==> src/rtl/lxc_div.sv <==
`default_nettype none
// ----------------------------------------------------------------------------
// lxc_div
// Pipelined restoring divider, one quotient bit per stage, with sideband,
// and a five-stage divider by a constant through reciprocal multiplication.
// ----------------------------------------------------------------------------
module lxc_div #(
  parameter int unsigned NW = 8,
  parameter int unsigned DW = 8,
  parameter int unsigned PW = 1
) (
  input  wire logic          clk_i,
  input  wire logic          rst_ni,
  input  wire logic          en_i,
  input  wire logic          valid_i,
  input  wire logic [NW-1:0] num_i,
  input  wire logic [DW-1:0] den_i,
  input  wire logic [PW-1:0] pay_i,
  output logic               valid_o,
  output logic [NW-1:0]      quo_o,
  output logic [PW-1:0]      pay_o
);

  logic          vld_q [NW];
  logic [DW-1:0] rem_q [NW];
  logic [NW-1:0] acc_q [NW];
  logic [DW-1:0] den_q [NW];
  logic [PW-1:0] pay_q [NW];

  for (genvar i = 0; i < NW; i++) begin : g_step
    logic          cur_vld;
    logic [DW-1:0] cur_rem;
    logic [NW-1:0] cur_acc;
    logic [DW-1:0] cur_den;
    logic [PW-1:0] cur_pay;
    logic [DW:0]   trial;
    logic [DW:0]   diff;
    logic          take;
    logic [DW-1:0] rem_d;
    logic [NW-1:0] acc_d;

    if (i == 0) begin : g_first
      assign cur_vld = valid_i;
      assign cur_rem = '0;
      assign cur_acc = num_i;
      assign cur_den = den_i;
      assign cur_pay = pay_i;
    end else begin : g_next
      assign cur_vld = vld_q[i-1];
      assign cur_rem = rem_q[i-1];
      assign cur_acc = acc_q[i-1];
      assign cur_den = den_q[i-1];
      assign cur_pay = pay_q[i-1];
    end

    always_comb begin
      trial = {cur_rem, cur_acc[NW-1]};
      diff  = trial - {1'b0, cur_den};
      take  = (trial >= {1'b0, cur_den});
      rem_d = take ? diff[DW-1:0] : trial[DW-1:0];
      acc_d = {cur_acc[NW-2:0], take};
    end

    always_ff @(posedge clk_i or negedge rst_ni) begin
      if (!rst_ni) begin
        vld_q[i] <= 1'b0;
      end else if (en_i) begin
        vld_q[i] <= cur_vld;
      end
    end

    always_ff @(posedge clk_i) begin
      if (en_i) begin
        rem_q[i] <= rem_d;
        acc_q[i] <= acc_d;
        den_q[i] <= cur_den;
        pay_q[i] <= cur_pay;
      end
    end
  end

  assign valid_o = vld_q[NW-1];
  assign quo_o   = acc_q[NW-1];
  assign pay_o   = pay_q[NW-1];

endmodule

`default_nettype wire

==> config.mk <==
export PLATFORM = sky130hd
export DESIGN_NAME = lxc_div
export DESIGN_NICKNAME = d
export VERILOG_FILES = /design/src/rtl/lxc_div.sv
export SDC_FILE = /design/constraint.sdc
export NUM_CORES = 1
export LEC_CHECK = 0
export BUFFER_PORTS_ARGS = -buffer_cell sky130_fd_sc_hd__buf_2
export CORE_ASPECT_RATIO = 1.25
export CORE_MARGIN = 1
export CORE_UTILIZATION = 30
export DETAILED_ROUTE_END_ITERATION = 7
export PLACE_DENSITY_LB_ADDON = 0.08
export SYNTH_ARGS = -nofsm -noshare
export SYNTH_HDL_FRONTEND = slang
export SYNTH_SLANG_ARGS = --single-unit
==> constraint.sdc <==
create_clock -name clk_i -period 6.7 [get_ports clk_i]
set_input_delay 2.01 -clock clk_i [delete_from_list [all_inputs] [get_ports clk_i]]
set_output_delay 2.01 -clock clk_i [all_outputs]
set_load 0.01 [all_outputs]
; After elaboration in Yosys (flattened, before gate mapping)
; Memories as Yosys holds them, arrays and structs flattened.
; Index checks and enable logic that the tools add are counted.
[totals]
register_bits = 8
mem_bits_rw = 200
elab_cells = 38
mem_count = 4
[mem_list]
columns = name, depth, word_bits, rd, rd_clocked_by_memory_dff, write_ports, line_no
row1 = acc_q, 8, 8, 8, 0, 8, 26  ; logic [NW-1:0] acc_q [NW];
row2 = den_q, 8, 8, 7, 0, 8, 27  ; logic [DW-1:0] den_q [NW];
row3 = rem_q, 8, 8, 7, 0, 8, 25  ; logic [DW-1:0] rem_q [NW];
row4 = pay_q, 8, 1, 8, 0, 8, 28  ; logic [PW-1:0] pay_q [NW];
[classes]
n_addsub = 8
magnitude_cmp = 8
muxes = 10
[ops]
columns = operator, count
row1 = $mux 8, 8
row2 = $ge 9x8->1, 7
row3 = $sub 8x8->8, 7
row4 = $ge 1x8->1, 1
row5 = $sub 1x8->8, 1
row6 = $mux 1, 2

; Longest topological paths before layout
; An unclocked memory read counts as a cell.
[depth]
word_depth = 3
mapped_depth = 9

; Least setup slack after synthesis
; No wires, ideal clock.
[synth_timing]
path_type = input-to-reg
start = input den_i[5]
end = memory rem_q[0][0] (data pin)
setup_time_ns = 0.263
t_arrival_ns = 2.890
required_ns = 6.437
setup_slack_ns = 3.548
cell_stages = 3
path_cell_list = or4_1 a21oi_2 mux2i_1
[synth_rtl]
columns = item, line_no
row1 = "start, declared", 17  ; input wire logic [DW-1:0] den_i,
row2 = "end, declared", 25

==> results.py <==
metrics = {
    "status": {
        "outcome": "finished, final reports clean",
    },
    "layout": {
        "finalNonFillerCells": 1083,
        "layout_common_cells": "184 x edfxtp_1, 84 x inv_1, 58 x ha_1",
        "drive_gt1_frac": 0.148,
        "synthToLayoutAreaGrowth_pct": 13.2,
        "final_common_cell": "edfxtp_1",
        "nets": 760,
        "design_area_sq_um": 10100,
        "n_antenna_cell": 0,
        "final.fill_count": 2926,
    },
    "sta": {
        "period_share": 0.494,
        "tightest_slew_ns": 0.921,
        "setup_violations": 0,
        "period_needed_ns": 3.31,
        "setup_ws_ns": 3.39,
        "rsz0062_at_grt": "false",
        "final_max_slew_viol_count": 0,
        "slew_headroom": 0.386,
        "finalHoldWorstSlack_ns": 0.416,
        "fin_setup_tns_ns": 0,
        "hold_viol_final": 0,
        "finalClockSkew_ns": 0.0150,
        "timing.fmax_mhz": 302,
    },
    "floorplanning": {
        "ioPinCount": 31,
        "die_h_microns": 195,
        "fp.dieW_microns": 156,
        "die_area_sq_um": 30300,
        "fp.coreArea_sq_um": 29300,
        "start_util": 0.304,
        "rows": 70,
    },
    "drt": {
        "drc": 0,
        "viasPerCell": 4.45,
        "first_iter_violations": 173,
        "drt-total-wl_mm": 15.1,
        "drt_first_pass_iters": 4,
        "wl_per_cell_microns": 14.0,
        "postRouteAntennaNets": 0,
        "dr_total_vias": 4814,
    },
    "global_route": {
        "grt_pass1_wl_mm": 24.9,
        "grt_max_degree": 112,
        "grt_pass1_vias": 5211,
        "antenna_found_initial": 0,
        "track_usage": 0.108,
        "grt_overflow": 0,
    },
    "synthesis": {
        "ys_seq_elements": 192,
        "synthMuxAreaShare": 0.0408,
        "synth_compound_area_frac": 0.0979,
        "synth_cell_type_count": 48,
        "synth_top_family_by_area": "compound AO/OA/AOI/OAI gates",
        "syn-num-nets": 720,
        "synth-edff-count": 184,
        "synth-simple-area-share": 0.0568,
        "synth_adder_area_share": 0.0951,
        "yosys_warnings": 0,
        "yosysSeqAreaShare": 0.644,
        "synthesis.area_per_instance_sq_um": 14.0,
        "syn-cell-area_sq_um": 8900,
        "synth_ff_type": "edfxtp_1",
        "ys_async_sr_fraction": 0.0417,
        "synthCells": 635,
        "synthXorXnorAreaFrac": 0.0217,
    },
    "cts": {
        "htreeDepth": 4,
        "root_buffer": "clkbuf_16",
        "cts.sinks": 192,
        "hold_buffers": 0,
        "clkTransAtPathRegs_ns": 0.07,
        "cts_tree": "yes",
        "insertion_delay_ns": 0.43,
        "postCtsResizedCells": 0,
        "postCtsSetupRepairBufs": 0,
        "cts_made_buffers": 17,
        "clockBufferDepth": 2,
    },
    "placed_design": {
        "place_area_sq_um": 9490,
        "port_buffers": 30,
        "place_congestion": 0.828,
        "dp_slack_ns": 2.93,
        "placed_cells": 1052,
        "dp_hpwl_mm": 10.9,
    },
    "worst_hold_path": {
        "min-delay-path-class": "reg2reg",
    },
    "pwr": {
        "p_per_area_nw_per_um2": 351,
        "ir_worst_vdd_mv": 0.178,
        "p_leak_nw": 3.91,
    },
    "job": {
        "max-cap-violations": 0,
    },
    "critical_path": {
        "worst_ep_arrival_time_ns": 3.37,
        "endpoint_kind": "flop",
        "startpoint_type": "input port",
        "critPathMaxFanout": 111,
        "worst-path-buf-inv": 2,
        "crit_chain": "clkbuf_8, buf_4",
        "crit_family": "buffers and inverters",
        "critical-path-slowest-cell": "clkbuf_8",
        "crit_type": "in2reg",
        "slowest_delay_ns": 0.61,
        "cp_data_required_time_ns": 6.77,
    },
}
==> registers in the layout (all words and copies together), names as in the netlist <==
signal          count
pay_q               8
g_step.cur_vld      7
rem_q              56
den_q              56
acc_q              64
valid_o             1
==> path summary, 6_finish.rpt <==
check | slack [ns] | startpoint | cells after the start | to
max in group asynchronous | 5.12 | rst_ni | 1 | g_step[6].cur_vld
worst max register to register | 4.22 | den_q[1][8] | 8 | rem_q[4][6]
min in group asynchronous | 1.41 | rst_ni | 1 | g_step[5].cur_vld
worst max-delay path | 3.39 | en_i | 2 | rem_q[1][5]
worst min register to register | 0.42 | acc_q[0][12] | 0 | acc_q[0][21]
worst min-delay path | 0.42 | acc_q[0][12] | 0 | acc_q[0][21]
==> power by group <==
group / total (W) / internal [W] / leakage, nW / switching [W]
Sequential: 0.00164 / 0.00156 / 1.88 / 0.0000743
Combinational: 0.000880 / 0.000406 / 1.76 / 0.000474
Clock: 0.00101 / 0.000579 / 0.272 / 0.000435
==> metal layers <==
layer / global-route usage / vias to the layer above / wire length [microns]
li1: - / 2384 / -
met1: 0.0960 / 2352 / 5410
met2: 0.217 / 54 / 8900
met3: 0.0274 / 24 / 346
met4: 0.0577 / 0 / 456
met5: 0 / - / 0
==> area by class of cell <==
class / count / area, sq um / share of cell area
well taps: 396 / 495 / 0.0492
inverters: 85 / 319 / 0.0317
multi-input cells: 347 / 2780 / 0.276
clock inverters: 13 / 146 / 0.0145
flip-flops and latches: 192 / 5730 / 0.569
clock buffers: 18 / 429 / 0.0426
repair buffers: 32 / 174 / 0.0173
==> synthesized netlist by cell type, types with 8 or more instances <==
cell type  number  area (sq um)
mux2_2         26           293
edfxtp_1      184          5530
nand2_1        15          56.3
xnor2_1        16           140
nand2b_1       14          87.6
o21a_1          8          60.1
buf_4           8          60.1
nor2_1         34           128
inv_1          84           315
dfrtp_1         8           200
ha_1           58           726
a21oi_1        33           165
a21boi_0       12          90.1
o21ai_0        22           110
a21o_1         13          97.6
==> stage by stage <==
stage	util	total power [W]
3_5_place_dp	0.324	0.00256
5_1_grt	0.344	0.00374
2_1_floorplan	-	0.00232
4_1_cts	0.344	0.00359
6_report	0.344	0.00353
3_3_place_gp	0.324	0.00253
==> cell families (layout without fill, tap and decap cells) <==
logic type,Yosys count,count (layout)
xor+xnor,22,22
compound gates,129,129
flops,192,192
mux,33,33
simple gates,99,99
fa+ha+maj,64,64
buf+inv,96,148
Note: power is estimated with default switching activity, not from simulation.
