`config.mk`:
```
export PLATFORM = sky130hd
export DESIGN_NAME = lxc_sens
export DESIGN_NICKNAME = d
export VERILOG_FILES = /design/src/rtl/lxc_pkg.sv /design/src/rtl/lxc_sens.sv
export SDC_FILE = /design/constraint.sdc
export NUM_CORES = 1
export LEC_CHECK = 0
export BUFFER_PORTS_ARGS = -buffer_cell sky130_fd_sc_hd__buf_2
export CORE_ASPECT_RATIO = 1.1
export CORE_MARGIN = 8
export CORE_UTILIZATION = 65
export DETAILED_ROUTE_END_ITERATION = 10
export PLACE_DENSITY = 0.82
export SLEW_MARGIN = 20
export SYNTH_ARGS = -nofsm -noshare
export SYNTH_HDL_FRONTEND = slang
export SYNTH_SLANG_ARGS = --single-unit
```
`constraint.sdc`:
```
create_clock -name clk_i -period 9.6 [get_ports clk_i]
set_input_delay 0.96 -clock clk_i [delete_from_list [all_inputs] [get_ports clk_i]]
set_output_delay 0.96 -clock clk_i [all_outputs]
set_load 0.005 [all_outputs]
```
`src/rtl/lxc_pkg.sv`:
```
`default_nettype none
// ----------------------------------------------------------------------------
// lxc_pkg
// Shared types and constants of the lux compensation pipeline.
// ----------------------------------------------------------------------------
package lxc_pkg;

  typedef enum logic [1:0] {
    REG_MEAS_TIME  = 2'd0,
    REG_TEMP       = 2'd1,
    REG_WAVELENGTH = 2'd2,
    REG_RES_MODE   = 2'd3
  } cfg_reg_e;

  typedef enum logic [1:0] {
    DIV_2,
    DIV_7,
    DIV_35,
    DIV_3
  } div_e;

  localparam int unsigned CFG_W    = 10;
  localparam int unsigned RAW_W    = 16;
  localparam int unsigned MT_W     = 8;
  localparam int unsigned TEMP_W   = 8;
  localparam int unsigned WL_W     = 10;
  localparam int unsigned MODE_W   = 2;
  localparam int unsigned TF_W     = 14;
  localparam int unsigned SENS_W   = 14;
  localparam int unsigned LUX_W    = 31;

  localparam int unsigned RAW_DIV  = 3;
  localparam int unsigned COMP_DIV = 10000;

  localparam logic [MT_W-1:0]   MT_RESET   = 8'd69;
  localparam logic [TEMP_W-1:0] TEMP_RESET = 8'd20;
  localparam logic [WL_W-1:0]   WL_RESET   = 10'd580;
  localparam logic [MODE_W-1:0] MODE_RESET = 2'd1;
  localparam logic [MODE_W-1:0] MODE_HALF_RES = 2'd2;

  localparam logic [MT_W-1:0] MT_MIN = 8'd31;
  localparam logic [MT_W-1:0] MT_MAX = 8'd254;
  localparam logic [WL_W-1:0] WL_MIN = 10'd400;
  localparam logic [WL_W-1:0] WL_MAX = 10'd715;

  localparam int unsigned SENS_K = 20;
  localparam logic [19:0] RECIP_2  = 20'((1 << SENS_K) / 2);
  localparam logic [19:0] RECIP_7  = 20'((1 << SENS_K) / 7);
  localparam logic [19:0] RECIP_35 = 20'((1 << SENS_K) / 35);
  localparam logic [19:0] RECIP_3  = 20'((1 << SENS_K) / 3);

  function automatic logic [11:0] div_value(div_e sel);
    logic [11:0] v;
    case (sel)
      DIV_2:   v = 12'd2;
      DIV_7:   v = 12'd7;
      DIV_35:  v = 12'd35;
      DIV_3:   v = 12'd3;
      default: v = 12'd2;
    endcase
    return v;
  endfunction

  function automatic logic [19:0] div_recip(div_e sel);
    logic [19:0] r;
    case (sel)
      DIV_2:   r = RECIP_2;
      DIV_7:   r = RECIP_7;
      DIV_35:  r = RECIP_35;
      DIV_3:   r = RECIP_3;
      default: r = RECIP_2;
    endcase
    return r;
  endfunction

endpackage
`default_nettype wire

```
`src/rtl/lxc_sens.sv`:
```
`default_nettype none
// ----------------------------------------------------------------------------
// lxc_sens
// Three-stage piecewise-linear relative spectral sensitivity.
// ----------------------------------------------------------------------------
module lxc_sens #(
  parameter int unsigned PW = 1
) (
  input  wire logic                         clk_i,
  input  wire logic                         rst_ni,
  input  wire logic                         en_i,
  input  wire logic                         valid_i,
  input  wire logic [lxc_pkg::WL_W-1:0]     wl_i,
  input  wire logic [PW-1:0]                pay_i,
  output logic                              valid_o,
  output logic [lxc_pkg::SENS_W-1:0]        sens_o,
  output logic [PW-1:0]                     pay_o
);
  import lxc_pkg::*;

  logic [6:0]        d;
  logic [10:0]       c;
  div_e              dsel_d;
  logic [SENS_W-1:0] base_d;
  logic              neg_d;
  logic [17:0]       n_full;

  logic              a_vld_q, b_vld_q, c_vld_q;
  logic [16:0]       a_n_q, b_n_q;
  div_e              a_dsel_q, b_dsel_q;
  logic [SENS_W-1:0] a_base_q, b_base_q;
  logic              a_neg_q, b_neg_q;
  logic [PW-1:0]     a_pay_q, b_pay_q, c_pay_q;
  logic [16:0]       b_est_q;
  logic [SENS_W-1:0] c_sens_q;

  logic [36:0]       prod_b;
  logic [11:0]       dv;
  logic [28:0]       back;
  logic [16:0]       r;
  logic [16:0]       q;
  logic signed [18:0] s_val;
  logic [SENS_W-1:0] sens_d;

  always_comb begin
    if (wl_i < 10'd440) begin
      d = 7'(wl_i - 10'd400); c = 11'd45;   dsel_d = DIV_2;  base_d = 14'd100;   neg_d = 1'b0;
    end else if (wl_i < 10'd510) begin
      d = 7'(wl_i - 10'd440); c = 11'd800;  dsel_d = DIV_7;  base_d = 14'd1000;  neg_d = 1'b0;
    end else if (wl_i < 10'd545) begin
      d = 7'(wl_i - 10'd510); c = 11'd1000; dsel_d = DIV_35; base_d = 14'd9000;  neg_d = 1'b1;
    end else if (wl_i < 10'd580) begin
      d = 7'(wl_i - 10'd545); c = 11'd2000; dsel_d = DIV_35; base_d = 14'd8000;  neg_d = 1'b0;
    end else if (wl_i < 10'd700) begin
      d = 7'(wl_i - 10'd580); c = 11'd155;  dsel_d = DIV_2;  base_d = 14'd10000; neg_d = 1'b1;
    end else if (wl_i < 10'd715) begin
      d = 7'(wl_i - 10'd700); c = 11'd140;  dsel_d = DIV_3;  base_d = 14'd700;   neg_d = 1'b1;
    end else begin
      d = 7'd0;               c = 11'd0;    dsel_d = DIV_2;  base_d = 14'd100;   neg_d = 1'b0;
    end
    n_full = 18'(d) * 18'(c);
  end

  always_comb begin
    prod_b = 37'(a_n_q) * 37'(div_recip(a_dsel_q));
  end

  always_comb begin
    dv    = div_value(b_dsel_q);
    back  = 29'(b_est_q) * 29'(dv);
    r     = b_n_q - back[16:0];
    q     = b_est_q + 17'((r >= 17'(dv)) ? 1 : 0);
    s_val = b_neg_q ? (19'(b_base_q) - 19'(q)) : (19'(b_base_q) + 19'(q));
    sens_d = (s_val < 19'sd1) ? 14'd1 : s_val[SENS_W-1:0];
  end

  always_ff @(posedge clk_i or negedge rst_ni) begin
    if (!rst_ni) begin
      a_vld_q <= 1'b0;
      b_vld_q <= 1'b0;
      c_vld_q <= 1'b0;
    end else if (en_i) begin
      a_vld_q <= valid_i;
      b_vld_q <= a_vld_q;
      c_vld_q <= b_vld_q;
    end
  end

  always_ff @(posedge clk_i) begin
    if (en_i) begin
      a_n_q    <= n_full[16:0];
      a_dsel_q <= dsel_d;
      a_base_q <= base_d;
      a_neg_q  <= neg_d;
      a_pay_q  <= pay_i;
      b_est_q  <= prod_b[36:SENS_K];
      b_n_q    <= a_n_q;
      b_dsel_q <= a_dsel_q;
      b_base_q <= a_base_q;
      b_neg_q  <= a_neg_q;
      b_pay_q  <= a_pay_q;
      c_sens_q <= sens_d;
      c_pay_q  <= b_pay_q;
    end
  end

  assign valid_o = c_vld_q;
  assign sens_o  = c_sens_q;
  assign pay_o   = c_pay_q;

endmodule
`default_nettype wire

```
Word level (Yosys, flattened, before mapping)
Index checks and enable logic that the tools add are counted.
- output and inout bits: 16
- bits of input ports: 15
- logic and storage cells: 84
- flip-flop bits (word level): 105
- $add $sub $neg: 10
- reduce and logical (&&, ||, !) cells: 6
- eq/ne operators: 6
- muxes and demuxes: 30
- multiply operators: 3
- order comparisons: 8
- operators by type and width (operator ; number):
    case mux 20 bit (4 select lines) ; 1
    case mux 12 bit (4 select lines) ; 1
    two-way mux 11 bit ; 4
    two-way mux 14 bit ; 3
    two-way mux 7 bit ; 6
    less-than comparator 10 bit (second input constant) ; 4
    multiplier 17 x 20 -> 37 bit ; 1
    subtractor 7 x 6 -> 7 bit (second input constant) ; 3
    less-than comparator 10 x 9 -> 1 bit (second input constant) ; 2
    two-way mux 10 bit ; 2
    less-than comparator 19 x 2 -> 1 bit (second input constant) ; 1
    two-way mux 19 bit ; 1
    adder 14 x 17 -> 18 bit ; 1
    subtractor 14 x 17 -> 18 bit ; 1
    adder 17 x 1 -> 17 bit ; 1
    greater-or-equal comparator 17 x 12 -> 1 bit ; 1
    multiplier 17 x 12 -> 17 bit ; 1
    multiplier 7 x 11 -> 17 bit ; 1
    subtractor 17 bit ; 1
    two-way mux 8 bit ; 2
    subtractor 7 bit (second input constant) ; 2
    == test 2 bit (second input constant) ; 4
    two-way mux 2 bit ; 4
    subtractor 7 x 5 -> 7 bit (second input constant) ; 1
    other kinds (7) ; 14

Longest topological paths before layout
- depth in word-level cells: 10
- depth in mapped cells: 40
- gate-level depth less buffers: 39

Worst setup path after synthesis
Ideal clock, no wire load.
- path kind: register to register
- start: register b_base_q[7]
- end: register c_sens_q[0], in the netlist sens_o[0] (data pin)
- data required time: 9.341 ns
- slack: 1.380 ns
- period minus slack after synthesis: 8.220 ns
- arrival: 7.962 ns
- library setup time: 0.259 ns
- path buffers: 1
- cell stages (with the launch flop): 36
- path through: edfxtp_1 nor2b_1 buf_1 inv_1 nor2_1 fa_1 fa_1 ha_1 ha_1 fa_1 inv_1 ha_1 o21ai_0 a21boi_0 a21boi_0 a31oi_1 a21oi_1 a31oi_1 xnor2_1 nor4b_1 o2111ai_1 ha_1 and3_1 and3_1 and3_1 xor2_1 ha_1 or2_1 a21oi_1 a211o_1 a21oi_1 or3_1 a211o_1 nand4_1 nor4_1 a211o_1
- cells in the longest elaborated chain, start to end: 3
- elaborated cells between the ends (all ways): 4
- classes of those cells: add/sub: 2; order compare: 1; mux: 1
- ends and longest elaborated chain (item ; RTL line ; RTL):
    start: declaration ; lxc_sens.sv:31 ; logic [SENS_W-1:0] a_base_q, b_base_q;
    start signal: assignment ; lxc_sens.sv:99 ; b_base_q <= a_base_q;
    adder 14 x 17 -> 18 bit / subtractor 14 x 17 -> 18 bit (equally long branches) ; lxc_sens.sv:73 ; s_val = b_neg_q ? (19'(b_base_q) - 19'(q)) : (19'(b_base_q) + 19'(q));
    two-way mux 19 bit * ; lxc_sens.sv:73 ;
    less-than comparator 19 x 2 -> 1 bit * ; lxc_sens.sv:74 ; sens_d = (s_val < 19'sd1) ? 14'd1 : s_val[SENS_W-1:0];
    end signal: assignment ; lxc_sens.sv:102 ; c_sens_q <= sens_d;
    end: declaration ; lxc_sens.sv:35 ; logic [SENS_W-1:0] c_sens_q;
Every way passes the cells marked *; elsewhere a longest branch is shown, timed or not.
A chain may end at the register's enable or synchronous reset.

Final worst setup path
Same ends and word-level chain as after synthesis.

==> results.ini <==
[finish]
area_growth_pct=4.360
nNetsFinal=2487
drive_gt1_share_pct=4.475
fill_cells=2139
antennaDiodeCount=0

[sta]
max_slew.worst_pin.slew_ps=996.4
slew_violations=0
final_hold_viol_count=0
period_share_pct=94.14
slew-limit-headroom_pct=33.57
skew_ps=12.45
setup_viol=0
fmax_ghz=0.1107
setup-tns-final_ps=0
min_period_ps=9037
rsz0062_at_grt=false

[drt]
drt-pass1-iter-count=5
vias=13500
initialDrtViolationCount=1082
antenna_left=0
drc=0
vias_per_cell=5.908
detail_route.wl_per_cell_um=18.80
routed_wl_um=42970

[synth]
synth_nets=2479
yosys_warnings=0
synth_cell_types=79
syn_avg_cell_area_um2=9.666
synthCells=1909
ys.flop_type=edfxtp_1
synthArstFlopShare_pct=3.093
syn_area_mm2=0.01845
ys_seq_elements=97
seq_area_frac_synth_pct=15.70
synth_edf_count=94

[die]
ioPinCount=31
placementRows=64
die_w_um=176.7
die_h_um=192.7
core_mm2=0.02787
initial_core_util_pct=66.22
die_area_mm2=0.03404

[cts]
cts_tree=yes
hold_buffers=0
clockBufferDepth=2
root_buffer=clkbuf_16
cts_setup_buffers=0
clock-sinks=97
clk_latency_ps=350
cts.htree.levels=3
clkTransAtPathRegs_ps=80
numCtsBuffers=9

[grt]
grtUsageMet2_pct=46.96
grt_pass1_wl_um=71630
grtUsageTotal_pct=26.43
grt.busiest_layer=met2
met1_usage_pct=32.44
grt_overflow=0
grtUsageMet3_pct=2.935
grt_max_degree=83
first_global_vias=14430
antenna_found_initial=0

[setup_path]
reg2regPathDepth=37
critPathLaunch=b_base_q[7]$_DFFE_PP_
timing.rr.start=b_base_q[7]$_DFFE_PP_
ff2ff_setup_slack_ps=560
worst_path_max_delay_cell=fa_1
cp.arrival_ps=9150
critPathMostFrequentCell=ha_1
cp.required_ps=9710
path_class=reg2reg
startpoint_type=flip-flop
cp_slowest_stage_delay_ps=540
endpoint_kind=flip-flop
endpoint=sens_o[0]$_SDFFCE_PP1P_
rr_endpoint=sens_o[0]$_SDFFCE_PP1P_
cp_max_fo=14

[placement]
dp_hpwl_um=36510
gp_congestion=0.9289
numPortBuffers=30

[min_path]
hold_path.class=in2async

[run]
cap_violations=0

[run_status]
status=finished, final reports clean

-- layout make-up --
cell class / count / area, um^2 / area share [%]
timing repair buffer: 39 / 220.2 / 1.144
sequential: 97 / 2898 / 15.05
inverter: 413 / 1550 / 8.050
clock inverter: 6 / 78.83 / 0.4093
clock buffer: 10 / 239.0 / 1.241
multi-input combinational: 1357 / 13820 / 71.75
tap: 363 / 454.2 / 2.359
-- cell usage after synthesis (16+ instances only) --
cell type	instances	area share, %
inv_1	409	8.3
ha_1	287	19
fa_1	268	29
nand2_1	118	2.4
edfxtp_1	94	15
and2_1	90	3.1
nor2_1	84	1.7
xnor2_1	60	2.8
a21oi_1	59	1.6
nor2b_1	31	1.1
nor3_1	31	0.84
nand3_1	28	0.76
o21ai_0	28	0.76
a21o_1	25	1.0
xor2_1	24	1.1
clkbuf_1	22	0.45
and3_1	20	0.68
o21ai_1	16	0.43
-- routing by layer --
metal,vias up,part of all wire [%],routed length (um)
met4,0,3.7,1592
li1,6206,-,-
met2,495,51,21770
met1,6685,40,17090
met5,-,0,0
met3,113,5.9,2516
-- cell usage in the layout, fill, tap and decap left out, types with 5 or more instances in the layout --
cell type / Yosys / routed
a211o_1: 5 / 5
o21a_1: 11 / 11
a31oi_1: 15 / 15
xor2_1: 24 / 24
xnor2_1: 60 / 60
fa_1: 268 / 268
ha_1: 287 / 287
nor3_1: 31 / 31
clkbuf_16: 0 / 9
and3_1: 20 / 20
inv_1: 409 / 408
nor2b_1: 31 / 30
inv_2: 4 / 5
or2_2: 7 / 7
o21ai_1: 16 / 16
o21bai_1: 7 / 7
nand4_1: 13 / 13
nor4_1: 5 / 5
buf_2: 14 / 29
nand2_1: 118 / 118
a21oi_1: 59 / 59
a211oi_1: 12 / 12
o22ai_1: 6 / 6
edfxtp_1: 94 / 94
nand3_1: 28 / 28
and2_1: 90 / 90
o31ai_1: 5 / 5
buf_4: 0 / 10
a221oi_1: 6 / 6
nor2_1: 84 / 84
o211ai_1: 8 / 8
a21o_1: 25 / 25
or3_1: 7 / 7
mux2i_1: 6 / 6
nand2b_1: 13 / 13
o21ai_0: 28 / 28
-- sequential cells by signal, summed over array words and instances, names as in the netlist --
register / cells
a_base_q: 10
a_dsel_q: 2
a_n_q: 17
a_neg_q: 1
a_pay_q: 1
a_vld_q: 1
b_base_q: 11
b_dsel_q: 1
b_est_q: 17
b_n_q: 17
b_neg_q: 1
b_pay_q: 1
b_vld_q: 1
pay_o: 1
sens_o: 14
valid_o: 1
-- metrics by stage --
stage | worst slack [ps] | cell area [um^2] | util (%) | std cells | hold WS (ps)
floorplan | 1380 | 18450 | - | 1909 | 400.3
finish | 562.8 | 19260 | 69.10 | 2285 | 391.9
CTS | 517.3 | 19250 | 69.10 | 2285 | 377.9
global route | 30.08 | 19260 | 69.10 | 2285 | 389.9
global placement | 745.1 | 18940 | 67.96 | 2269 | 400.1
detailed placement | 538.3 | 18940 | 67.96 | 2269 | 406.3
-- worst min path at each step --
stage | depth (start not counted) | start | endpoint | slack, ps
floorplan | 0 | a_base_q[10]$_SDFFCE_PP0P_ | b_base_q[10]$_DFFE_PP_ | 400
global placement | 0 | a_base_q[3]$_SDFFCE_PP0P_ | b_base_q[3]$_DFFE_PP_ | 400
detailed placement | 0 | a_base_q[6]$_SDFFCE_PP1P_ | b_base_q[6]$_DFFE_PP_ | 410
CTS | 1 | rst_ni | a_vld_q$_DFFE_PN0P_ | 380
global route | 1 | rst_ni | b_vld_q$_DFFE_PN0P_ | 390
finish | 1 | rst_ni | valid_o$_DFFE_PN0P_ | 390
-- worst max-delay path: cells and delay by family, from the launching register on --
kind            cells  cell delay [ps]
fa+ha+maj           8             2730
xor+xnor            3              430
flops               1              480
compound gates     13             2600
buf+inv             2              240
simple gates       11             2320
-- repair_timing --
| action | in CTS | in global routing |
|---|---|---|
| endpoints found under the hold margin | 0 | 0 |
| resized for setup | 0 | 2 |
| setup endpoints to repair | 0 | 5 |
-- cells by family (layout without fill, tap and decap cells) --
logic type	after synthesis	in the layout	share of synthesized area [%]
flip-flops	97	97	15.70
AO/OA/AOI/OAI	244	244	8.910
XOR/XNOR	84	84	3.987
buffers and inverters	455	468	9.472
multiplexers	9	9	0.5085
adder cells (fa/ha/maj)	555	555	48.54
AND/OR/NAND/NOR	465	465	12.88
Power is left out: the tool's default activity adds up to more than one toggle a clock period on the data nets, which glitch-free logic cannot reach.
