<file path="src/rtl/lxc_div.sv">
`default_nettype none


// The estimate is the numerator times floor(2^NW / D), shifted down by NW.
// It is at most one below the true quotient, and a final compare and add
// settles it.
module lxc_cdiv #(
  parameter int unsigned NW = 24,
  parameter int unsigned D  = 3,
  parameter int unsigned PW = 1
) (
  input  wire logic          clk_i,
  input  wire logic          rst_ni,
  input  wire logic          en_i,
  input  wire logic          valid_i,
  input  wire logic [NW-1:0] num_i,
  input  wire logic [PW-1:0] pay_i,
  output logic               valid_o,
  output logic [NW-1:0]      quo_o,
  output logic [PW-1:0]      pay_o
);

  localparam int unsigned RW  = NW - $clog2(D) + 1;
  localparam int unsigned HN  = NW / 2;
  localparam int unsigned NHW = NW - HN;
  localparam int unsigned HR  = RW / 2;
  localparam int unsigned RHW = RW - HR;
  localparam int unsigned LLW = HN + HR;
  localparam int unsigned LHW = HN + RHW;
  localparam int unsigned HLW = NHW + HR;
  localparam int unsigned HHW = NHW + RHW;
  localparam int unsigned PRW = NW + RW;

  localparam logic [63:0]   RECIP_FULL = (64'd1 << NW) / 64'(D);
  localparam logic [RW-1:0] RECIP      = RECIP_FULL[RW-1:0];
  localparam logic [NW-1:0] DIVISOR    = NW'(D);

  logic            v1_q, v2_q, v3_q, v4_q, v5_q;
  logic [LLW-1:0]  ll_q;
  logic [LHW-1:0]  lh_q;
  logic [HLW-1:0]  hl_q;
  logic [HHW-1:0]  hh_q;
  logic [PRW-1:0]  sa_q;
  logic [PRW-1:0]  sb_q;
  logic [PRW-1:0]  prod;
  logic [RW-1:0]   est3_q, est4_q;
  logic [NW-1:0]   back4_q;
  logic [NW-1:0]   rem;
  logic [NW-1:0]   quo5_q;
  logic [NW-1:0]   n1_q, n2_q, n3_q, n4_q;
  logic [PW-1:0]   p1_q, p2_q, p3_q, p4_q, p5_q;

  always_comb begin
    prod = sa_q + sb_q;
    rem  = n4_q - back4_q;
  end

  always_ff @(posedge clk_i or negedge rst_ni) begin
    if (!rst_ni) begin
      v1_q <= 1'b0;
      v2_q <= 1'b0;
      v3_q <= 1'b0;
      v4_q <= 1'b0;
      v5_q <= 1'b0;
    end else if (en_i) begin
      v1_q <= valid_i;
      v2_q <= v1_q;
      v3_q <= v2_q;
      v4_q <= v3_q;
      v5_q <= v4_q;
    end
  end

  always_ff @(posedge clk_i) begin
    if (en_i) begin
      ll_q    <= LLW'(num_i[HN-1:0]) * LLW'(RECIP[HR-1:0]);
      lh_q    <= LHW'(num_i[HN-1:0]) * LHW'(RECIP[RW-1:HR]);
      hl_q    <= HLW'(num_i[NW-1:HN]) * HLW'(RECIP[HR-1:0]);
      hh_q    <= HHW'(num_i[NW-1:HN]) * HHW'(RECIP[RW-1:HR]);
      n1_q    <= num_i;
      p1_q    <= pay_i;
      sa_q    <= {hh_q, ll_q};
      sb_q    <= (PRW'(hl_q) << HN) + (PRW'(lh_q) << HR);
      n2_q    <= n1_q;
      p2_q    <= p1_q;
      est3_q  <= prod[PRW-1:NW];
      n3_q    <= n2_q;
      p3_q    <= p2_q;
      back4_q <= NW'(est3_q) * DIVISOR;
      est4_q  <= est3_q;
      n4_q    <= n3_q;
      p4_q    <= p3_q;
      quo5_q  <= NW'(est4_q) + NW'(rem >= DIVISOR);
      p5_q    <= p4_q;
    end
  end

  assign valid_o = v5_q;
  assign quo_o   = quo5_q;
  assign pay_o   = p5_q;

endmodule
`default_nettype wire

</file>
<file path="config.mk">
export PLATFORM = sky130hd
export DESIGN_NAME = lxc_cdiv
export DESIGN_NICKNAME = d
export VERILOG_FILES = /design/src/rtl/lxc_div.sv
export SDC_FILE = /design/constraint.sdc
export NUM_CORES = 1
export LEC_CHECK = 0
export BUFFER_PORTS_ARGS = -buffer_cell sky130_fd_sc_hd__buf_4
export CAP_MARGIN = 10
export CELL_PAD_IN_SITES_DETAIL_PLACEMENT = 1
export CELL_PAD_IN_SITES_GLOBAL_PLACEMENT = 1
export CORE_UTILIZATION = 55
export CTS_CLUSTER_SIZE = 10
export DETAILED_ROUTE_END_ITERATION = 7
export GPL_TIMING_DRIVEN = 0
export HOLD_SLACK_MARGIN = 0.08
export PLACE_DENSITY_LB_ADDON = 0.1
export SKIP_CTS_REPAIR_TIMING = 1
export SYNTH_ARGS = -nofsm -noshare
export SYNTH_HDL_FRONTEND = slang
export SYNTH_SLANG_ARGS = --single-unit
</file>
<file path="constraint.sdc">
create_clock -name clk_i -period 8.1 [get_ports clk_i]
set_input_delay 0.81 -clock clk_i [delete_from_list [all_inputs] [get_ports clk_i]]
set_output_delay 0.81 -clock clk_i [all_outputs]
set_load 0.02 [all_outputs]
</file>
==> Yosys cells after proc, flatten, opt, wreduce, memory -nomap -nowiden <==
Cells that the tools add are included.
Widths: inputs -> output; s select.
{ "word_totals": {"register_bits": 385, "inputBits": 29, "out_inout_bits": 26} }
{ "op_classes": {"add_sub_neg": 4, "n_mul": 5, "order_cmp": 1} }
{ "op_table": {"columns": ["op", "count"], "rows": [
  ["$mul 12x11->23 const B", 4],
  ["$add 47x47->47", 1],
  ["$add 35x35->36", 1],
  ["$add 23x1->24", 1],
  ["$ge 24x2->1 const B", 1],
  ["$mul 23x2->24 const B", 1],
  ["$sub 24x24->24", 1]
]} }

==> Depth between registers and ports, before layout <==
Gate-level depths: netlist of run 1.
{ "logic_depth": {"ltp_word": 3, "ltp_mapped": 21} }

==> Worst setup path before layout of run 1 <==
Ideal clock, no wire load.
{ "synth_path": {"kind": "input -> register", "from": "in num_i[17]", "to": "reg hl_q[22] (data pin)", "setup_time_ps": 260, "arrival_time_ps": 4974, "path_slack_ps": 2866, "cell_stages": 17, "path_cell_list": "ha_1 -> ha_1 -> fa_1 -> inv_1 -> fa_1 -> inv_1 -> fa_1 -> ha_1 -> nand3_1 -> o211ai_1 -> o41ai_1 -> o21ai_1 -> o211ai_1 -> nand4b_1 -> a21o_1 -> a21oi_1 -> xnor2_1"} }
{ "synth_via": {"elab_chain_len": 1} }
{ "synth_lines": {"columns": ["item", "line", "rtl"], "rows": [
  ["start, declared", "16", "input wire logic [NW-1:0] num_i,"],
  ["$mul 12x11->23", "78", "hl_q <= HLW'(num_i[NW-1:HN]) * HLW'(RECIP[HR-1:0]);"],
  ["end signal, assigned", "78", null],
  ["end, declared", "41", "logic [HLW-1:0] hl_q;"]
]} }
No other way between the ends.
A chain may end at the register's enable or synchronous reset.

==> Final worst setup path of run 1 <==
Ends and elaborated chain as after synthesis.

==> impl_metrics.yaml, run 1 <==
detailed_routing:
  first_iter_violations: 601
  ant_nets: 0
  vias: 11234
  routedWlPerCell_um: 20.1
  vias_per_cell: 5.69
  drt-pass1-iter-count: 5
  drc: 0
  routed_wl_um: 39700
hold_path:
  hold_class: "in -> async"
worst_setup_path:
  critical_path_required_ns: 8.34
  path_class: "in -> reg"
  critPathArrivalTime_ns: 5.73
  worst-path-max-fanout: 5
  crit_path_end_kind: "flip-flop"
  cp-start-kind: "input pin"
finish:
  fin_nets: 1852
  area_growth_pct: 11.2
  fin_util: 0.629
  drive_above_1_share: 0.0773
  fillers: 3179
  seq_area_sq_um: 8890
  layout.cells.non_filler: 1974
  n_antenna_cell: 0
  multi_input_area_sq_um: 8450
floorplan:
  die-area_sq_um: 33500
  die_w_um: 183
  dieHeight_um: 183
  core_sq_um: 31900
  start_util: 0.565
  row_count: 65
  io_pins: 55
logic_synthesis:
  synth-edff-count: 292
  yosysTopAreaCellShare: 0.487
  synthArstFlopShare: 0.0168
  synth_area_leaders: "edfxtp_1, ha_1, fa_1, xnor2_1, inv_1"
  ys_seq_elements: 297
  syn_area_sq_um: 18000
  synth_ff_type: "edfxtp_1"
  yosysTopAreaCell: "edfxtp_1"
  seq_area_frac_synth: 0.493
  yosysWarnings: 0
  netlist-cell-type-count: 72
  syn_avg_cell_area_sq_um: 12.6
  syn_inst: 1428
  synth_nets: 1758
clock_network:
  clockRootBuffer: "clkbuf_16"
  cts_made_buffers: 36
  insertion_delay_ns: 0.51
  clk_pin_slew_ns: 0.05
  cts_sinks: 297
  clock_path_buffers: 3
  cts-htree-levels: 2
  cts_tree: "done"
global_routing:
  grt_pass1_wl_um: 63500
  grt_antenna_before_repair: 1
  grt-ovfl-total: 0
  first_global_vias: 12291
  grt_max_degree: 128
  grtUsageTotal: 0.246
place:
  hpwl_um: 31100
  dpl.cell_count: 1919
  gp_congestion: 0.872
  portBuffers: 54
pwr:
  pwr-share-clk: 0.178
  p_comb_frac: 0.487
  powerDensity_nw_per_um2: 394
  power.leakage_uw: 0.00861
  p_int_uw: 4860
  seqPwrFrac: 0.335
  switchingPower_uw: 3040
  ir_drop_mv: 0.174
  p_sw_frac: 0.385
sta:
  max-slew-margin-rel: 0.362
  tns_ns: 0
  hold_viol: 0
  rsz0062_at_grt: "no"
  finalCriticalPeriod_ns: 5.49
  tightest_slew_ns: 0.949
  skew_ns: 0.0248
  clock.fmax_ghz: 0.182
  post-route-period-util: 0.677
  timing.hold.ws_ns: 0.0925
  final-max-slew-violation-count: 0
  setup_viol: 0
status:
  outcome: "complete, no violations"
run:
  cap_violations: 0
-- registers in the layout, indices dropped and copies added (netlist names), 20 cells and up --
name     count
back4_q     23
sa_q        32
n1_q        20
n2_q        24
ll_q        23
quo_o       24
n3_q        24
n4_q        24
est4_q      23
est3_q      23
hl_q        23
sb_q        24
-- worst max-delay path, stage by stage --
cell and delay [ns]:
buf_4 0.14, ha_1 0.34, ha_1 0.33, fa_1 0.53, inv_1 0.05, fa_1 0.53, inv_1 0.05, fa_1 0.48
ha_1 0.38, nand3_1 0.11, o211ai_1 0.13, o41ai_1 0.61, o21ai_1 0.28, o211ai_1 0.26, nand4b_1 0.16, a21o_1 0.20
a21oi_1 0.18, xnor2_1 0.13
-- cells in the mapped netlist (all sizes together) (5+ instances only) --
cell / n
edfxtp: 292
ha: 236
inv: 179
xnor2: 88
a21oi: 84
nor2: 67
fa: 65
nand2: 44
o21ai: 40
nand3: 36
xor2: 34
a21o: 32
nor3: 26
nor2b: 20
nand2b: 18
and3: 15
o21a: 14
nand4: 12
a211oi: 10
a31oi: 8
o21bai: 8
o211ai: 6
a31o: 5
dfrtp: 5
mux2: 5
mux2i: 5
o31ai: 5
or3: 5
-- metal layers --
metal  track usage  up-vias  part of all wire
li1              -     5379                 -
met1         0.302     5575              0.41
met2         0.446      200              0.52
met3        0.0230       80             0.030
met4        0.0983        0             0.036
met5             0        -                 0
-- per-stage QoR --
| stage | cell area (sq um) | total power [uW] | setup slack, ns |
|---|---|---|---|
| finish | 20000 | 7910 | 2.61 |
| global route | 20000 | 8460 | 2.32 |
| CTS | 20000 | 7950 | 2.56 |
| detailed placement | 19000 | 6480 | 2.11 |
| global placement | 19000 | 6210 | 2.20 |
| floorplan | 18000 | 5400 | 2.87 |
-- placed cells by master (no fill, tap or decap), types with 8 or more instances in the layout --
cell and instances:
a211oi_1 9, o21ai_0 34, buf_4 53, ha_1 236
inv_1 179, xor2_1 34, clkbuf_16 37, xnor2_1 88
nand3_1 36, nand2b_1 18, a21o_1 32, nand2_1 44
and3_1 15, nor2b_1 19, nor2_1 67, a31oi_1 8
nand4_1 12, o21bai_1 8, a21oi_1 83, o21a_1 14
edfxtp_1 292, nor3_1 25, fa_1 65, clkbuf_1 12
-- power groups by stage --
stage / Sequential [uW] / Clock [uW] / Combinational (uW)
final: 2650 / 1410 / 3850
after detailed placement: 2680 / 0 / 3800
after global routing: 2680 / 1490 / 4290
after floorplan: 2550 / 0 / 2860
after global placement: 2650 / 0 / 3560
after CTS: 2650 / 1440 / 3870
-- worst paths after layout --
kind	endpoint	cells after the start	slack (ns)	from
worst max-delay path	hl_q[22]$_DFFE_PP_	18	2.61	num_i[17]
worst min-delay path	valid_o$_DFFE_PN0P_	1	0.09	rst_ni
worst max register to register	quo_o[19]$_DFFE_PP_	19	2.83	est4_q[0]$_DFFE_PP_
worst min register to register	n2_q[11]$_DFFE_PP_	0	0.40	n1_q[11]$_DFFE_PP_
max in group asynchronous	v4_q$_DFFE_PN0P_	1	7.89	rst_ni
min in group clk_i	n2_q[11]$_DFFE_PP_	0	0.40	n1_q[11]$_DFFE_PP_
-- cell families (layout without fill, tap and decap cells) --
| family | Yosys count | count (layout) | synth area share |
|---|---|---|---|
| AOI/OAI and AO/OA | 255 | 255 | 0.0933 |
| muxes | 10 | 10 | 0.00590 |
| and+or+nand+nor | 263 | 263 | 0.0744 |
| adders and majority gates | 301 | 301 | 0.236 |
| buffers and inverters | 180 | 291 | 0.0376 |
| xor gates and xnor gates | 122 | 122 | 0.0593 |
| DFF | 297 | 297 | 0.493 |
-- final cells by class --
cell class / instances / area share
Multi-Input combinational cell: 951 / 0.422
Clock buffer: 49 / 0.0485
Clock inverter: 6 / 0.00169
Sequential cell: 297 / 0.444
Timing Repair Buffer: 56 / 0.0234
Buffer: 1 / 0.000250
Inverter: 179 / 0.0335
Tap cell: 435 / 0.0272
(Power assumes the default switching activity.)
==> run 2, diff against run 1 <==
--- a/config.mk
+++ b/config.mk
@@ -9,7 +9,7 @@
 export CAP_MARGIN = 10
 export CELL_PAD_IN_SITES_DETAIL_PLACEMENT = 1
 export CELL_PAD_IN_SITES_GLOBAL_PLACEMENT = 1
-export CORE_UTILIZATION = 55
+export CORE_UTILIZATION = 53
 export CTS_CLUSTER_SIZE = 10
 export DETAILED_ROUTE_END_ITERATION = 7
 export GPL_TIMING_DRIVEN = 0
==> constraint.sdc (replaced) <==
create_clock -name clk_i -period 5.3 [get_ports clk_i]
set_input_delay 0.53 -clock clk_i [delete_from_list [all_inputs] [get_ports clk_i]]
set_output_delay 0.53 -clock clk_i [all_outputs]
set_load 0.02 [all_outputs]
==> run 2 against run 1 <==
Power increased by 52%. Clock-buffer cell count is 3 higher. Wire length decreased by 3.9%. Critical path type is now reg -> reg. Largest cell class unchanged. Highest routed layer unchanged.
==> impl_metrics.yaml, run 2 (synthesized netlist as in run 1, its figures left out) <==
status:
  outcome: "complete, no violations"
worst_setup_path:
  cp-start-kind: "flip-flop"
  worst-path-max-fanout: 3
  critPathArrivalTime_ns: 5.30
  path_class: "reg -> reg"
  critical_path_required_ns: 5.56
  crit_path_end_kind: "flip-flop"
floorplan:
  dieHeight_um: 186
  start_util: 0.537
  die-area_sq_um: 34700
  core_sq_um: 33500
  io_pins: 55
  die_w_um: 186
  row_count: 67
clock_network:
  cts_sinks: 297
  clockRootBuffer: "clkbuf_16"
  insertion_delay_ns: 0.52
  cts-htree-levels: 2
  clock_path_buffers: 3
  cts_tree: "done"
  cts_made_buffers: 36
  clk_pin_slew_ns: 0.05
detailed_routing:
  drt-pass1-iter-count: 4
  vias: 11054
  vias_per_cell: 5.56
  routedWlPerCell_um: 19.2
  first_iter_violations: 574
  ant_nets: 0
  routed_wl_um: 38200
  drc: 0
global_routing:
  grt-ovfl-total: 0
  first_global_vias: 12083
  grt_pass1_wl_um: 62100
  grt_max_degree: 140
  grtUsageTotal: 0.228
  grt_antenna_before_repair: 0
pwr:
  p_comb_frac: 0.485
  seqPwrFrac: 0.336
  ir_drop_mv: 0.233
  pwr-share-clk: 0.179
  powerDensity_nw_per_um2: 597
  p_int_uw: 7440
  power.leakage_uw: 0.00862
  switchingPower_uw: 4550
  p_sw_frac: 0.380
finish:
  area_growth_pct: 11.5
  final_common_cell: "edfxtp_1"
  drive_above_1_share: 0.0805
  multi_input_area_sq_um: 8480
  regMostFlops: "sa_q"
  seq_area_sq_um: 8890
  fillers: 3365
  n_antenna_cell: 0
  largest_reg_flops: 32
  fin_nets: 1853
  mostFrequentLayoutCells: "edfxtp_1, ha_1, inv_1"
sta:
  tightest_slew_ns: 0.801
  hold_viol: 0
  max-slew-margin-rel: 0.462
  clock.fmax_ghz: 0.199
  final-max-slew-violation-count: 0
  tns_ns: 0
  rsz0062_at_grt: "no"
  finalCriticalPeriod_ns: 5.03
  timing.hold.ws_ns: 0.194
  setup_viol: 0
  post-route-period-util: 0.950
  skew_ns: 0.0165
place:
  portBuffers: 54
  gp_congestion: 0.857
  hpwl_um: 30000
hold_path:
  hold_class: "in -> reg"
run:
  cap_violations: 0
run 2: power groups by stage:
stage	sequential [uW]	clock (uW)	combinational (uW)
3_3_place_gp	4050	0	5470
2_1_floorplan	3890	0	4370
4_1_cts	4040	2210	5810
5_1_grt	4090	2290	6530
3_5_place_dp	4080	0	5720
6_report	4030	2150	5810
run 2: layout make-up:
cell class / instances / area share
clock buffers: 52 / 0.0489
inverters: 179 / 0.0334
multi-input cells: 951 / 0.422
flip-flops and latches: 297 / 0.443
clock inverters: 4 / 0.00137
repair buffers: 57 / 0.0238
well taps: 448 / 0.0279
plain buffers: 1 / 0.000249
run 2: worst max-delay path: stages (launching register included):
cell and delay, ns:
edfxtp_1 0.43, ha_1 0.26, fa_1 0.44, xnor2_1 0.19
a211oi_1 0.43, o2111a_1 0.26, o2111ai_1 0.20, nor4_2 0.34
o2111ai_1 0.15, or4_4 0.44, nor4_2 0.29, o2111ai_2 0.25
ha_1 0.31, nand2_1 0.09, nor2_1 0.07, nand2_1 0.10
nor2_1 0.10, nand4_1 0.19, nor2_1 0.09, xor2_1 0.14
run 2: metal layers:
metal  part of all wire  track usage  wire, um
met2               0.52        0.413     19700
met5                  0            0         0
met3              0.025       0.0275       943
met1               0.43        0.277     16500
met4              0.027       0.0817      1040
run 2: worst paths after layout:
kind | from | end | slack (ns) | depth (start not counted)
min | pay_i | p1_q$_DFFE_PP_ | 0.19 | 1
max in group asynchronous | rst_ni | valid_o$_DFFE_PN0P_ | 4.83 | 2
max reg2reg | est4_q[0]$_DFFE_PP_ | quo_o[19]$_DFFE_PP_ | 0.27 | 19
min reg2reg | n3_q[11]$_DFFE_PP_ | n4_q[11]$_DFFE_PP_ | 0.41 | 0
max | est4_q[0]$_DFFE_PP_ | quo_o[19]$_DFFE_PP_ | 0.27 | 19
min in group asynchronous | rst_ni | v2_q$_DFFE_PN0P_ | 0.36 | 2
run 2: through the flow:
stage / instance area (sq um) / std cells / power, uW / util / worst slack, ns
floorplan: 18000 / 1428 / 8260 / - / 0.346
global placement: 19000 / 1930 / 9530 / 0.566 / -0.332
detailed placement: 19100 / 1932 / 9800 / 0.568 / -0.495
CTS: 20100 / 1988 / 12100 / 0.598 / 0.00498
global route: 20100 / 1989 / 12900 / 0.599 / 0.00520
finish: 20100 / 1989 / 12000 / 0.599 / 0.265
==> run 3, diff against run 2 <==
--- a/config.mk
+++ b/config.mk
@@ -5,11 +5,12 @@
 export SDC_FILE = /design/constraint.sdc
 export NUM_CORES = 1
 export LEC_CHECK = 0
+export ABC_AREA = 1
 export BUFFER_PORTS_ARGS = -buffer_cell sky130_fd_sc_hd__buf_4
 export CAP_MARGIN = 10
 export CELL_PAD_IN_SITES_DETAIL_PLACEMENT = 1
 export CELL_PAD_IN_SITES_GLOBAL_PLACEMENT = 1
-export CORE_UTILIZATION = 53
+export CORE_UTILIZATION = 51
 export CTS_CLUSTER_SIZE = 10
 export DETAILED_ROUTE_END_ITERATION = 7
 export GPL_TIMING_DRIVEN = 0
==> run 3 against run 2 <==
Non-clock buffer count is 1 higher. Via count is 25% higher. Wire length is 28% higher. Clock skew is 0.013 ns higher. Core utilization is 2.1 points lower. Combinational power is 22% higher. Worst hold slack worse by 0.050 ns.
==> impl_metrics.yaml, run 3 <==
logic_synthesis:
  yosysWarnings: 0
  ys_top_cells_by_count: "inv_1, nand2_1, edfxtp_1"
  yosysTopAreaCellShare: 0.447
  syn_avg_cell_area_sq_um: 10.1
  synth_nets: 2269
  syn_area_sq_um: 19600
  ys_seq_elements: 297
  yosysTopAreaCell: "edfxtp_1"
  post-synth-top-count-cell: "inv_1"
  seq_area_frac_synth: 0.454
  netlist-cell-type-count: 44
  synth_area_leaders: "edfxtp_1, ha_1, fa_1, inv_1, nand2_1"
  synth_ff_type: "edfxtp_1"
  synth-edff-count: 292
  syn_inst: 1939
  synthArstFlopShare: 0.0168
sta:
  rsz0062_at_grt: "no"
  skew_ns: 0.0293
  post-route-period-util: 0.820
  hold_viol: 0
  max-slew-margin-rel: 0.564
  tns_ns: 0
  finalCriticalPeriod_ns: 4.34
  layout_setup_ws_ns: 0.955
  clock.fmax_ghz: 0.230
  setup_viol: 0
  tightest_slew_ns: 0.654
  final-max-slew-violation-count: 0
floorplan:
  io_pins: 55
  dieHeight_um: 198
  start_util: 0.519
  die_w_um: 198
  row_count: 71
  die-area_sq_um: 39200
  core_sq_um: 37800
clock_network:
  cts-htree-levels: 2
  clk_pin_slew_ns: 0.05
  clock_path_buffers: 3
  cts_made_buffers: 38
  cts_sinks: 297
  insertion_delay_ns: 0.56
  cts_tree: "done"
  clockRootBuffer: "clkbuf_16"
worst_setup_path:
  path_class: "in -> reg"
  critical_path_required_ns: 5.59
  critPathArrivalTime_ns: 4.63
  worst-path-max-fanout: 5
  crit_path_end_kind: "flip-flop"
  cp-start-kind: "input pin"
status:
  outcome: "complete, no violations"
finish:
  mostFrequentLayoutCells: "inv_1, nand2_1, edfxtp_1"
  n_antenna_cell: 0
  seq_area_sq_um: 8890
  fillers: 4150
  fin_nets: 2366
  final_common_cell: "inv_1"
  regMostFlops: "sa_q"
  drive_above_1_share: 0.0623
  area_growth_pct: 11.3
  largest_reg_flops: 32
  multi_input_area_sq_um: 9450
detailed_routing:
  first_iter_violations: 602
  ant_nets: 0
  drt-pass1-iter-count: 5
  routed_wl_um: 49100
  routedWlPerCell_um: 19.1
  vias_per_cell: 5.38
  vias: 13815
  drc: 0
global_routing:
  grt_pass1_wl_um: 77900
  grtUsageTotal: 0.260
  grt-ovfl-total: 0
  first_global_vias: 14982
  grt_max_degree: 108
  grt_antenna_before_repair: 0
pwr:
  powerDensity_nw_per_um2: 617
  total_power_uw: 13500
  power.leakage_uw: 0.0100
  ir_drop_mv: 0.390
place:
  dp_slack_ns: 0.401
  gp_congestion: 0.886
  hpwl_um: 40000
  portBuffers: 54
run:
  cap_violations: 0
hold_path:
  hold_class: "in -> reg"
run 3: cells by family (layout without fill, tap and decap cells):
logic type / Yosys count / count (layout) / synth area share
buf+inv: 337 / 453 / 0.0645
flops: 297 / 297 / 0.454
mux: 1 / 1 / 0.000574
fa+ha+maj: 301 / 301 / 0.217
compound gates: 268 / 268 / 0.0778
xor+xnor: 116 / 116 / 0.0518
simple gates: 619 / 619 / 0.135
run 3: metrics by stage:
stage | hold WS, ns | area [sq um] | util | instances
detailed placement | 0.334 | 20700 | 0.549 | 2506
CTS | -0.262 | 21800 | 0.578 | 2565
global placement | 0.332 | 20700 | 0.547 | 2504
global route | 0.132 | 21800 | 0.578 | 2566
floorplan | 0.234 | 19600 | - | 1939
finish | 0.144 | 21800 | 0.578 | 2566
run 3: area by class of cell:
| type | count | area share |
|---|---|---|
| flip-flops and latches | 297 | 0.408 |
| well taps | 511 | 0.0293 |
| plain buffers | 2 | 0.000344 |
| multi-input cells | 1305 | 0.433 |
| clock buffers | 51 | 0.0467 |
| clock inverters | 8 | 0.00321 |
| repair buffers | 57 | 0.0219 |
| inverters | 335 | 0.0576 |
run 3: power breakdown:
part / total (uW) / leakage, uW / switching [uW] / internal, uW
clock: 2290 / 0.000520 / 947 / 1340
sequential: 4090 / 0.00292 / 448 / 3640
combinational: 7080 / 0.00660 / 4560 / 2520
run 3: worst max-delay path, stage by stage:
cell	delay, ns
buf_4	0.15
ha_1	0.32
ha_1	0.33
fa_1	0.54
inv_1	0.05
fa_1	0.53
inv_1	0.06
fa_1	0.50
ha_1	0.39
nand2_1	0.15
inv_1	0.06
a21oi_1	0.32
o21ai_2	0.13
a21oi_1	0.23
o21ai_0	0.16
xor2_1	0.17
run 3: metal layers:
metal	vias to the layer above	GRT usage	routed length (um)
met1	6758	0.320	21100
met4	0	0.0922	1320
li1	6778	-	-
met5	-	0	0
met2	204	0.471	25200
met3	75	0.0301	1430
run 3: path summary, 6_finish.rpt:
kind	startpoint	to	slack, ns	cells past startpoint
setup / recovery	num_i[17]	hl_q[18]$_DFFE_PP_	0.96	16
hold / removal	pay_i	p1_q$_DFFE_PP_	0.14	1
setup reg to reg	est4_q[0]$_DFFE_PP_	quo_o[17]$_DFFE_PP_	1.32	21
hold reg to reg	n1_q[19]$_DFFE_PP_	n2_q[19]$_DFFE_PP_	0.41	0
max in group asynchronous	rst_ni	valid_o$_DFFE_PN0P_	4.85	2
min in group asynchronous	rst_ni	v2_q$_DFFE_PN0P_	0.34	2
